File: src/design/ptw3_pkg.sv
// ptw3_pkg: shared types, field widths and codes of the three-level table walker
// no dependencies; imported by the interfaces and every module of the walker
package ptw3_pkg;

   localparam int PA_W   = 48;
   localparam int VA_W   = 64;
   localparam int DESC_W = 64;
   localparam int IDX_W  = 9;
   localparam int CSR_DATA_W = 64;
   localparam int CSR_ADDR_W = 4;

   localparam int QUEUE_DEPTH_DEFAULT = 2;

   // input function codes
   localparam logic FUNC_TRANSLATE = 1'b0;
   localparam logic FUNC_DESC_RSP  = 1'b1;

   // result kinds
   localparam logic KIND_READ = 1'b0;
   localparam logic KIND_DONE = 1'b1;

   // mapping sizes
   localparam logic [1:0] SIZE_4K = 2'd0;
   localparam logic [1:0] SIZE_2M = 2'd1;
   localparam logic [1:0] SIZE_1G = 2'd2;

   // walk levels
   localparam logic [1:0] LEVEL_1 = 2'd1;
   localparam logic [1:0] LEVEL_2 = 2'd2;
   localparam logic [1:0] LEVEL_3 = 2'd3;

   // register indexes, selected by paddr bit 3
   localparam logic CSR_LOW_BASE  = 1'b0;
   localparam logic CSR_HIGH_BASE = 1'b1;

   // classified item held in the queue between front and back
   typedef struct packed {
      logic              is_rsp;
      logic [PA_W-1:0]   rd_addr;  // level 1 read address for translate items
      logic [DESC_W-1:0] data;     // virtual address or descriptor
   } ptw3_entry_type;

   // queue head as seen by the back end
   typedef struct packed {
      logic           valid;
      ptw3_entry_type entry;
   } ptw3_head_type;

endpackage

File: src/design/ptw3_req_if.sv
// ptw3_req_if: request channel of the walker (translate requests and descriptor responses)
// depends on ptw3_pkg
interface ptw3_req_if
   import ptw3_pkg::*;
();
   logic              valid;
   logic              ready;
   logic              func;
   logic [VA_W-1:0]   virt_addr;
   logic [DESC_W-1:0] descriptor;

   modport source (output valid, func, virt_addr, descriptor, input ready);
   modport sink   (input valid, func, virt_addr, descriptor, output ready);
endinterface

File: src/design/ptw3_rsp_if.sv
// ptw3_rsp_if: result channel of the walker (descriptor reads and finished translations)
// depends on ptw3_pkg
interface ptw3_rsp_if
   import ptw3_pkg::*;
();
   logic            valid;
   logic            ready;
   logic            kind;
   logic [PA_W-1:0] address;
   logic            fault;
   logic [1:0]      page_size;

   modport source (output valid, kind, address, fault, page_size, input ready);
   modport sink   (input valid, kind, address, fault, page_size, output ready);
endinterface

File: src/design/ptw3_front.sv
// ptw3_front: accepts items, works out the level 1 read address, queues them in order
// depends on ptw3_pkg and ptw3_req_if
module ptw3_front
   import ptw3_pkg::*;
#(
   parameter int QUEUE_DEPTH = QUEUE_DEPTH_DEFAULT
) (
   input  logic            clock,
   input  logic            reset,
   ptw3_req_if.sink        req_chan,
   input  logic [PA_W-1:0] low_base,
   input  logic [PA_W-1:0] high_base,
   output ptw3_head_type   head,
   input  logic            pop
);
   localparam int PTR_W = (QUEUE_DEPTH > 1) ? $clog2(QUEUE_DEPTH) : 1;
   localparam int CNT_W = $clog2(QUEUE_DEPTH + 1);

   ptw3_entry_type queue_ff [QUEUE_DEPTH];
   logic [PTR_W-1:0] wr_ptr_ff, wr_ptr_in;
   logic [PTR_W-1:0] rd_ptr_ff, rd_ptr_in;
   logic [CNT_W-1:0] count_ff, count_in;

   ptw3_entry_type new_entry;
   logic [PA_W-1:0] base;
   logic push;

   // classify: translate items get their level 1 descriptor address here
   always_comb begin
      base = (|req_chan.virt_addr[VA_W-1:PA_W]) ? high_base : low_base;
      new_entry.is_rsp  = (req_chan.func == FUNC_DESC_RSP);
      new_entry.rd_addr = base + {{(PA_W-IDX_W-3){1'b0}}, req_chan.virt_addr[38:30], 3'b000};
      new_entry.data    = (req_chan.func == FUNC_DESC_RSP) ? req_chan.descriptor
                                                          : req_chan.virt_addr;
   end

   assign req_chan.ready = (count_ff != CNT_W'(QUEUE_DEPTH));
   assign push = req_chan.valid && req_chan.ready;

   assign head.valid = (count_ff != '0);
   assign head.entry = queue_ff[rd_ptr_ff];

   always_comb begin
      wr_ptr_in = wr_ptr_ff;
      rd_ptr_in = rd_ptr_ff;
      count_in  = count_ff;
      if (push) begin
         wr_ptr_in = (wr_ptr_ff == PTR_W'(QUEUE_DEPTH - 1)) ? '0 : wr_ptr_ff + 1'b1;
      end
      if (pop) begin
         rd_ptr_in = (rd_ptr_ff == PTR_W'(QUEUE_DEPTH - 1)) ? '0 : rd_ptr_ff + 1'b1;
      end
      if (push && !pop) begin
         count_in = count_ff + 1'b1;
      end else if (!push && pop) begin
         count_in = count_ff - 1'b1;
      end
   end

   always_ff @(posedge clock) begin
      if (reset) begin
         wr_ptr_ff <= '0;
         rd_ptr_ff <= '0;
         count_ff  <= '0;
      end else begin
         wr_ptr_ff <= wr_ptr_in;
         rd_ptr_ff <= rd_ptr_in;
         count_ff  <= count_in;
      end
   end

   always_ff @(posedge clock) begin
      if (push) begin
         queue_ff[wr_ptr_ff] <= new_entry;
      end
   end

endmodule

File: src/design/ptw3_back.sv
// ptw3_back: walk state, descriptor decode and the registered result stage
// depends on ptw3_pkg and ptw3_rsp_if
module ptw3_back
   import ptw3_pkg::*;
(
   input  logic          clock,
   input  logic          reset,
   input  ptw3_head_type head,
   output logic          pop,
   ptw3_rsp_if.source    rsp_chan
);
   logic              active_ff, active_in;
   logic [1:0]        level_ff, level_in;
   logic [VA_W-1:0]   vaddr_ff, vaddr_in;

   logic              out_valid_ff;
   logic              out_kind_ff, out_fault_ff;
   logic [PA_W-1:0]   out_addr_ff;
   logic [1:0]        out_size_ff;

   logic              res_valid, res_kind, res_fault;
   logic [PA_W-1:0]   res_addr;
   logic [1:0]        res_size;
   logic [DESC_W-1:0] desc;
   logic [IDX_W-1:0]  next_idx;

   assign pop = head.valid && (!out_valid_ff || rsp_chan.ready);

   always_comb begin
      active_in = active_ff;
      level_in  = level_ff;
      vaddr_in  = vaddr_ff;
      res_valid = 1'b0;
      res_kind  = KIND_READ;
      res_fault = 1'b0;
      res_addr  = '0;
      res_size  = SIZE_4K;
      desc      = head.entry.data;
      next_idx  = (level_ff == LEVEL_1) ? vaddr_ff[29:21] : vaddr_ff[20:12];

      if (!head.entry.is_rsp) begin
         // new walk, abandons any old one
         active_in = 1'b1;
         level_in  = LEVEL_1;
         vaddr_in  = head.entry.data;
         res_valid = 1'b1;
         res_addr  = head.entry.rd_addr;
      end else if (active_ff) begin
         res_valid = 1'b1;
         if (level_ff != LEVEL_1 && level_ff != LEVEL_2) begin
            active_in = 1'b0;
            level_in  = '0;
            res_kind  = KIND_DONE;
            if (desc[1:0] == 2'b11) begin
               res_addr = {desc[47:12], vaddr_ff[11:0]};
            end else begin
               res_fault = 1'b1;
            end
         end else if (!desc[0]) begin
            active_in = 1'b0;
            level_in  = '0;
            res_kind  = KIND_DONE;
            res_fault = 1'b1;
         end else if (!desc[1]) begin
            active_in = 1'b0;
            level_in  = '0;
            res_kind  = KIND_DONE;
            if (level_ff == LEVEL_1) begin
               res_addr = {desc[47:30], vaddr_ff[29:0]};
               res_size = SIZE_1G;
            end else begin
               res_addr = {desc[47:21], vaddr_ff[20:0]};
               res_size = SIZE_2M;
            end
         end else begin
            // table descriptor: next level read, index lands in bits 11:3
            level_in = (level_ff == LEVEL_1) ? LEVEL_2 : LEVEL_3;
            res_addr = {desc[47:12], next_idx, 3'b000};
         end
      end
   end

   always_ff @(posedge clock) begin
      if (reset) begin
         active_ff    <= 1'b0;
         level_ff     <= '0;
         out_valid_ff <= 1'b0;
      end else begin
         if (pop) begin
            active_ff <= active_in;
            level_ff  <= level_in;
         end
         if (pop && res_valid) begin
            out_valid_ff <= 1'b1;
         end else if (rsp_chan.ready) begin
            out_valid_ff <= 1'b0;
         end
      end
   end

   always_ff @(posedge clock) begin
      if (pop) begin
         vaddr_ff <= vaddr_in;
      end
      if (pop && res_valid) begin
         out_kind_ff  <= res_kind;
         out_fault_ff <= res_fault;
         out_addr_ff  <= res_addr;
         out_size_ff  <= res_size;
      end
   end

   assign rsp_chan.valid     = out_valid_ff;
   assign rsp_chan.kind      = out_kind_ff;
   assign rsp_chan.fault     = out_fault_ff;
   assign rsp_chan.address   = out_addr_ff;
   assign rsp_chan.page_size = out_size_ff;

endmodule

File: src/design/page_table_walker_3level.sv
// page_table_walker_3level: top level, register port and front/back hookup
// depends on ptw3_pkg, ptw3_req_if, ptw3_rsp_if, ptw3_front and ptw3_back
//
// three-level translation walker, 4 kb granule, 9-bit indexes. one item
// goes in per clock while the queue has room, and each gives at most one
// result item: a translate request (func 0) gives the level 1 descriptor
// read at table base plus va[38:30]*8, the base being high_table_base when
// any of va[63:48] is set; a descriptor response (func 1) gives the next
// read, a 1 gb / 2 mb / 4 kb mapping, or a fault, and is dropped without
// result when no walk is active. a new request abandons a walk in flight.
// the block sustains one item per clock while the result side takes its
// results; an accepted item is registered in the front queue and then in
// the back end's output register. the queue depth (QUEUE_DEPTH, default 2)
// sets how many items the front takes while the result side stalls. registers:
// low_table_base at byte 0x0 and high_table_base at 0x8, 48 bits each in a
// 64-bit data word; write them only while no walk item is pending
module page_table_walker_3level
   import ptw3_pkg::*;
#(
   parameter int QUEUE_DEPTH = QUEUE_DEPTH_DEFAULT
) (
   input  logic                  clock,
   input  logic                  reset,
   ptw3_req_if.sink              req_chan,
   ptw3_rsp_if.source            rsp_chan,
   input  logic                  csr_psel,
   input  logic                  csr_penable,
   input  logic                  csr_pwrite,
   input  logic [CSR_ADDR_W-1:0] csr_paddr,
   input  logic [CSR_DATA_W-1:0] csr_pwdata,
   output logic [CSR_DATA_W-1:0] csr_prdata,
   output logic                  csr_pready
);
   logic [PA_W-1:0] low_base_ff;
   logic [PA_W-1:0] high_base_ff;
   logic            csr_write;
   ptw3_head_type   head;
   logic            pop;

   // register port, csr_pready always high
   assign csr_pready = 1'b1;
   assign csr_write  = csr_psel && csr_penable && csr_pwrite && csr_pready;

   always_ff @(posedge clock) begin
      if (reset) begin
         low_base_ff  <= '0;
         high_base_ff <= '0;
      end else if (csr_write) begin
         // register index is paddr bit 3, lower bits ignored
         unique case (csr_paddr[3])
            CSR_LOW_BASE:  low_base_ff  <= csr_pwdata[PA_W-1:0];
            CSR_HIGH_BASE: high_base_ff <= csr_pwdata[PA_W-1:0];
            default:       low_base_ff  <= low_base_ff;
         endcase
      end
   end

   always_comb begin
      unique case (csr_paddr[3])
         CSR_LOW_BASE:  csr_prdata = {{(CSR_DATA_W-PA_W){1'b0}}, low_base_ff};
         CSR_HIGH_BASE: csr_prdata = {{(CSR_DATA_W-PA_W){1'b0}}, high_base_ff};
         default:       csr_prdata = '0;
      endcase
   end

   // front: accept, classify, queue
   ptw3_front #(
      .QUEUE_DEPTH (QUEUE_DEPTH)
   ) u_front (
      .clock     (clock),
      .reset     (reset),
      .req_chan  (req_chan),
      .low_base  (low_base_ff),
      .high_base (high_base_ff),
      .head      (head),
      .pop       (pop)
   );

   // back: walk state and result register
   ptw3_back u_back (
      .clock    (clock),
      .reset    (reset),
      .head     (head),
      .pop      (pop),
      .rsp_chan (rsp_chan)
   );

endmodule
File: src/flat_wrapper.sv
// flat-port wrapper written by rule: the top's interface ports become plain ports
module page_table_walker_3level_flat import ptw3_pkg::*;
#(
   parameter int QUEUE_DEPTH = QUEUE_DEPTH_DEFAULT
)
  (clock, reset, csr_psel, csr_penable, csr_pwrite, csr_paddr, csr_pwdata, csr_prdata, csr_pready, req_chan_valid, req_chan_func, req_chan_virt_addr, req_chan_descriptor, req_chan_ready, rsp_chan_valid, rsp_chan_kind, rsp_chan_address, rsp_chan_fault, rsp_chan_page_size, rsp_chan_ready);
  ptw3_req_if req_chan_i ();
  ptw3_rsp_if rsp_chan_i ();
  input  logic clock;
  input  logic reset;
  input  logic csr_psel;
  input  logic csr_penable;
  input  logic csr_pwrite;
  input  logic [CSR_ADDR_W-1:0] csr_paddr;
  input  logic [CSR_DATA_W-1:0] csr_pwdata;
  output logic [CSR_DATA_W-1:0] csr_prdata;
  output logic csr_pready;
  input wire logic [$bits(req_chan_i.valid)-1:0] req_chan_valid;
  input wire logic [$bits(req_chan_i.func)-1:0] req_chan_func;
  input wire logic [$bits(req_chan_i.virt_addr)-1:0] req_chan_virt_addr;
  input wire logic [$bits(req_chan_i.descriptor)-1:0] req_chan_descriptor;
  output wire logic [$bits(req_chan_i.ready)-1:0] req_chan_ready;
  output wire logic [$bits(rsp_chan_i.valid)-1:0] rsp_chan_valid;
  output wire logic [$bits(rsp_chan_i.kind)-1:0] rsp_chan_kind;
  output wire logic [$bits(rsp_chan_i.address)-1:0] rsp_chan_address;
  output wire logic [$bits(rsp_chan_i.fault)-1:0] rsp_chan_fault;
  output wire logic [$bits(rsp_chan_i.page_size)-1:0] rsp_chan_page_size;
  input wire logic [$bits(rsp_chan_i.ready)-1:0] rsp_chan_ready;
  assign req_chan_i.valid = req_chan_valid;
  assign req_chan_i.func = req_chan_func;
  assign req_chan_i.virt_addr = req_chan_virt_addr;
  assign req_chan_i.descriptor = req_chan_descriptor;
  assign req_chan_ready = req_chan_i.ready;
  assign rsp_chan_valid = rsp_chan_i.valid;
  assign rsp_chan_kind = rsp_chan_i.kind;
  assign rsp_chan_address = rsp_chan_i.address;
  assign rsp_chan_fault = rsp_chan_i.fault;
  assign rsp_chan_page_size = rsp_chan_i.page_size;
  assign rsp_chan_i.ready = rsp_chan_ready;
  page_table_walker_3level #(.QUEUE_DEPTH(QUEUE_DEPTH)) u_core (.clock(clock), .reset(reset), .req_chan(req_chan_i), .rsp_chan(rsp_chan_i), .csr_psel(csr_psel), .csr_penable(csr_penable), .csr_pwrite(csr_pwrite), .csr_paddr(csr_paddr), .csr_pwdata(csr_pwdata), .csr_prdata(csr_prdata), .csr_pready(csr_pready));
endmodule
File: config.mk
export PLATFORM = sky130hd
export DESIGN_NAME = page_table_walker_3level_flat
export DESIGN_NICKNAME = d
export VERILOG_FILES = /design/src/design/ptw3_pkg.sv /design/src/design/ptw3_req_if.sv /design/src/design/ptw3_rsp_if.sv /design/src/design/ptw3_front.sv /design/src/design/ptw3_back.sv /design/src/design/page_table_walker_3level.sv /design/src/flat_wrapper.sv
export SDC_FILE = /design/constraint.sdc
export NUM_CORES = 1
export LEC_CHECK = 0
export BUFFER_PORTS_ARGS = -buffer_cell sky130_fd_sc_hd__buf_2
export CAP_MARGIN = 20
export CORE_MARGIN = 5
export CORE_UTILIZATION = 56
export CTS_CLUSTER_DIAMETER = 200
export DETAILED_ROUTE_END_ITERATION = 12
export HOLD_SLACK_MARGIN = 0.02
export PLACE_DENSITY_LB_ADDON = 0.05
export SLEW_MARGIN = 20
export SYNTH_ARGS = -nofsm -noshare
export SYNTH_HDL_FRONTEND = slang
export SYNTH_SLANG_ARGS = --single-unit
File: constraint.sdc
create_clock -name clock -period 5.79 [get_ports clock]
set_input_delay 0 -clock clock [delete_from_list [all_inputs] [get_ports clock]]
set_output_delay 0 -clock clock [all_outputs]
set_load 0.02 [all_outputs]
==> reports/qor.yml <==
cts:
  h-tree-depth: 2
  cts-buffers-inserted: 40
  clk_latency_ns: 0.53
  clock_path_buffers: 3
  clockRootBuffer: "clkbuf_16"
  cts_resized: 0
  cts_tree: "done"
  clock_sinks: 381
  cts_setup_buffers: 0
  clkTransAtPathRegs_ns: 0.06
worst_setup_path:
  cp-start-kind: "input pin"
  crit_buf_inv: 2
  crit_chain: "buf_2 -> nor4_2 -> and4_2 -> buf_4 -> nand2_1 -> nand2_1 -> ha_1 -> nand2_1 -> a2111oi_0 -> o32a_1 -> nor2b_1 -> and4_1 -> xnor2_1 -> mux2i_1"
  r2r_setup_slack_ns: 2.33
  crit_required_ns: 6.04
  path_max_fanout: 23
  slowest_delay_ns: 0.67
  cp.depth: 14
  r2r_cells: 10
  crit_path_frequent_cell: "nand2_1"
  timing.rr.start: "u_core.high_base_ff[8]"
  slowest_stage: "nor2b_1"
  reg2reg_to: "u_core.u_front.queue_ff[0][88]"
  cp_top_family: "simple AND/OR/NAND/NOR gates"
  cp_data_arrival_time_ns: 4.18
  end_kind: "flip-flop"
  worstSetupPathType: "input pin to flip-flop"
drt:
  drtIter0Drc: 956
  wirelength_mm: 45.6
  drcViolationCount: 0
  via_per_inst: 5.59
  ant_nets: 0
  vias: 13000
  first_pass_iters: 5
  wire_per_inst_um: 19.6
timing:
  maxSlewViolCount: 0
  fin_setup_tns_ns: 0
  final_hold_viol_count: 0
  finalSetupViolCount: 0
  relSlewSlack: 0.312
  worst_slew_pin_slew_ns: 1.03
  rsz0062_at_grt: "false"
  fin_worst_skew_ns: 0.0118
  post-route-min-period_ns: 3.93
  min_period_over_period: 0.678
  max_freq_mhz: 255
global_routing:
  grt_usage: 0.252
  grt_pass1_wl_mm: 71.0
  antenna_found_initial: 0
  grt_max_degree: 106
  grt_pass1_vias: 12800
  grt-ovfl-total: 0
min_path:
  holdPathEnd: "u_core.u_front.queue_ff[1][69]"
  min_from: "req_chan_virt_addr[32]"
  hold_depth: 3
  min_path_type: "input pin to flip-flop"
outcome:
  status: "complete, no violations"
finish:
  final_cells: 2328
  area.growth.synth_to_final_pct: 24.8
  antenna_cells: 0
  drive_gt1_frac: 0.266
  nets: 2112
  fill_cells: 2323
power:
  power_density_mw_per_mm2: 369
  p_leak_nw: 8.20
  ir_worst_vdd_v: 0.000220
die:
  core-area_mm2: 0.0313
  die_area_mm2: 0.0351
  start_util: 0.563
  die_x_um: 187
  boundaryPins: 323
  chipHeight_um: 187
  rows: 65
logic_synthesis:
  ys_top_cells_by_area: "edfxtp_1 (47%), dfxtp_1 (12%), mux2_2 (8.1%)"
  synth_top_cell_by_area: "edfxtp_1"
  async_flop_share: 0
  yosysWarnings: 0
  ys_seq_area_frac: 0.590
  ys.flop_type: "edfxtp_1"
  synth-edff-count: 276
  synthCells: 1504
  ys_types: 58
  synth-seq-cells: 381
  synth_top_area_share: 0.470
  avgSynthCellArea_um2: 11.7
  syn-cell-area_mm2: 0.0176
placement:
  gp_congestion: 0.883
  port-buffer-count: 270
  dp.cells: 2108
  hpwl_mm: 29.9
run:
  maxCapViolCount: 0
## layout by cell type, fill, tap and decap left out, drive strengths merged, types with 19 or more instances in the layout
cell / instances
nand3: 37
mux2: 127
nand4: 23
dfxtp: 105
edfxtp: 276
nand2: 279
mux2i: 112
dlygate4sd3: 147
xor2: 30
o21ai: 22
nor2: 46
inv: 19
xnor2: 26
o22ai: 37
a21oi: 139
buf: 291
clkbuf: 61
## per-stage QoR
stage | instance area, um2 | utilization | hold slack, ns | power (mW) | setup slack (ns)
2_1_floorplan | 17700 | - | 0.0989 | 5.05 | 0.410
3_3_place_gp | 19300 | 0.615 | 0.252 | 5.63 | 1.44
3_5_place_dp | 19300 | 0.615 | 0.258 | 5.67 | 1.32
4_1_cts | 22000 | 0.702 | 0.0596 | 8.16 | 1.91
5_1_grt | 22000 | 0.702 | 0.0755 | 8.46 | 1.59
6_report | 22000 | 0.702 | 0.0811 | 8.10 | 1.86
## kinds of logic after synthesis
kind of cell,count (synthesis),share of synthesized area
adder cells (fa/ha/maj),13,0.00966
AND/OR/NAND/NOR,448,0.115
AO/OA/AOI/OAI,242,0.0799
buffers and inverters,123,0.0309
other,2,0.000426
XOR/XNOR,56,0.0278
multiplexers,239,0.146
flip-flops,381,0.590
## power breakdown
part	leakage (nW)	switching (mW)	total, mW	internal [mW]
combinational	4.14	1.19	1.93	0.730
sequential	3.46	0.227	3.77	3.54
clock	0.608	1.01	2.41	1.39
total	8.20	2.43	8.10	5.67
## cell usage after synthesis (all sizes together) (12+ instances only)
master,n
nand2,279
edfxtp,276
a21oi,139
mux2,127
mux2i,112
dfxtp,105
clkbuf,56
buf,48
nor2,46
nand3,37
o22ai,37
xor2,30
xnor2,26
nand4,23
o21ai,22
inv,19
and3,14
nand2b,13
ha,12
## flip-flops by register name (all words and copies together) (netlist names), named ones only
register                          count
u_core.u_back.vaddr_ff               30
u_core.u_back.rsp_chan.address       48
u_core.u_back.active_ff               1
u_core.u_back.rsp_chan.valid          1
u_core.u_back.level_ff                2
u_core.u_back.rsp_chan.page_size      2
u_core.u_back.rsp_chan.kind           1
u_core.u_front.rd_ptr_ff              1
u_core.low_base_ff                   48
u_core.u_front.count_ff               2
u_core.u_front.queue_ff             194
u_core.high_base_ff                  48
u_core.u_back.rsp_chan.fault          1
u_core.u_front.wr_ptr_ff              1
## per-layer routing
| metal | wire length, um | GRT usage | up-vias |
|---|---|---|---|
| met5 | 0 | 0 | - |
| met2 | 21100 | 0.395 | 515 |
| li1 | - | - | 6239 |
| met4 | 760 | 0.0525 | 0 |
| met3 | 3580 | 0.0446 | 53 |
| met1 | 20200 | 0.375 | 6216 |
## layout make-up
class                           count  area (um2)  share of cell area
Multi-Input combinational cell   1015        6780               0.308
Clock inverter                     12        73.8             0.00336
Tap cell                          402         503              0.0229
Timing Repair Buffer              438        3000               0.136
Sequential cell                   381       10400               0.473
Inverter                           19        71.3             0.00324
Clock buffer                       61        1170              0.0531
## worst max-delay path by stage
stage	startpoint	endpoint
3_3_place_gp	req_chan_virt_addr[57]	u_core.u_front.queue_ff[0][88]
6_report	req_chan_virt_addr[57]	u_core.u_front.queue_ff[0][88]
2_1_floorplan	u_core.u_front.count_ff[0]	u_core.u_front.queue_ff[0][0]
4_1_cts	req_chan_virt_addr[57]	u_core.u_front.queue_ff[0][88]
5_1_grt	req_chan_virt_addr[57]	u_core.u_front.queue_ff[1][88]
3_5_place_dp	req_chan_virt_addr[57]	u_core.u_front.queue_ff[0][88]
## worst register-to-register path, delay by kind of cell, from the launching register on
kind | cells | cell delay (ns)
multiplexers | 1 | 0.10
adder cells (fa/ha/maj) | 1 | 0.39
flip-flops | 1 | 0.35
AND/OR/NAND/NOR | 5 | 1.26
AO/OA/AOI/OAI | 2 | 0.98
XOR/XNOR | 1 | 0.12
## repair_timing
action / CTS / global route
endpoints found under the setup margin: 0 / 0
endpoints found under the hold margin: 196 / 0
hold buffers: 147 / 0
Power figures use the tool's default switching activity.
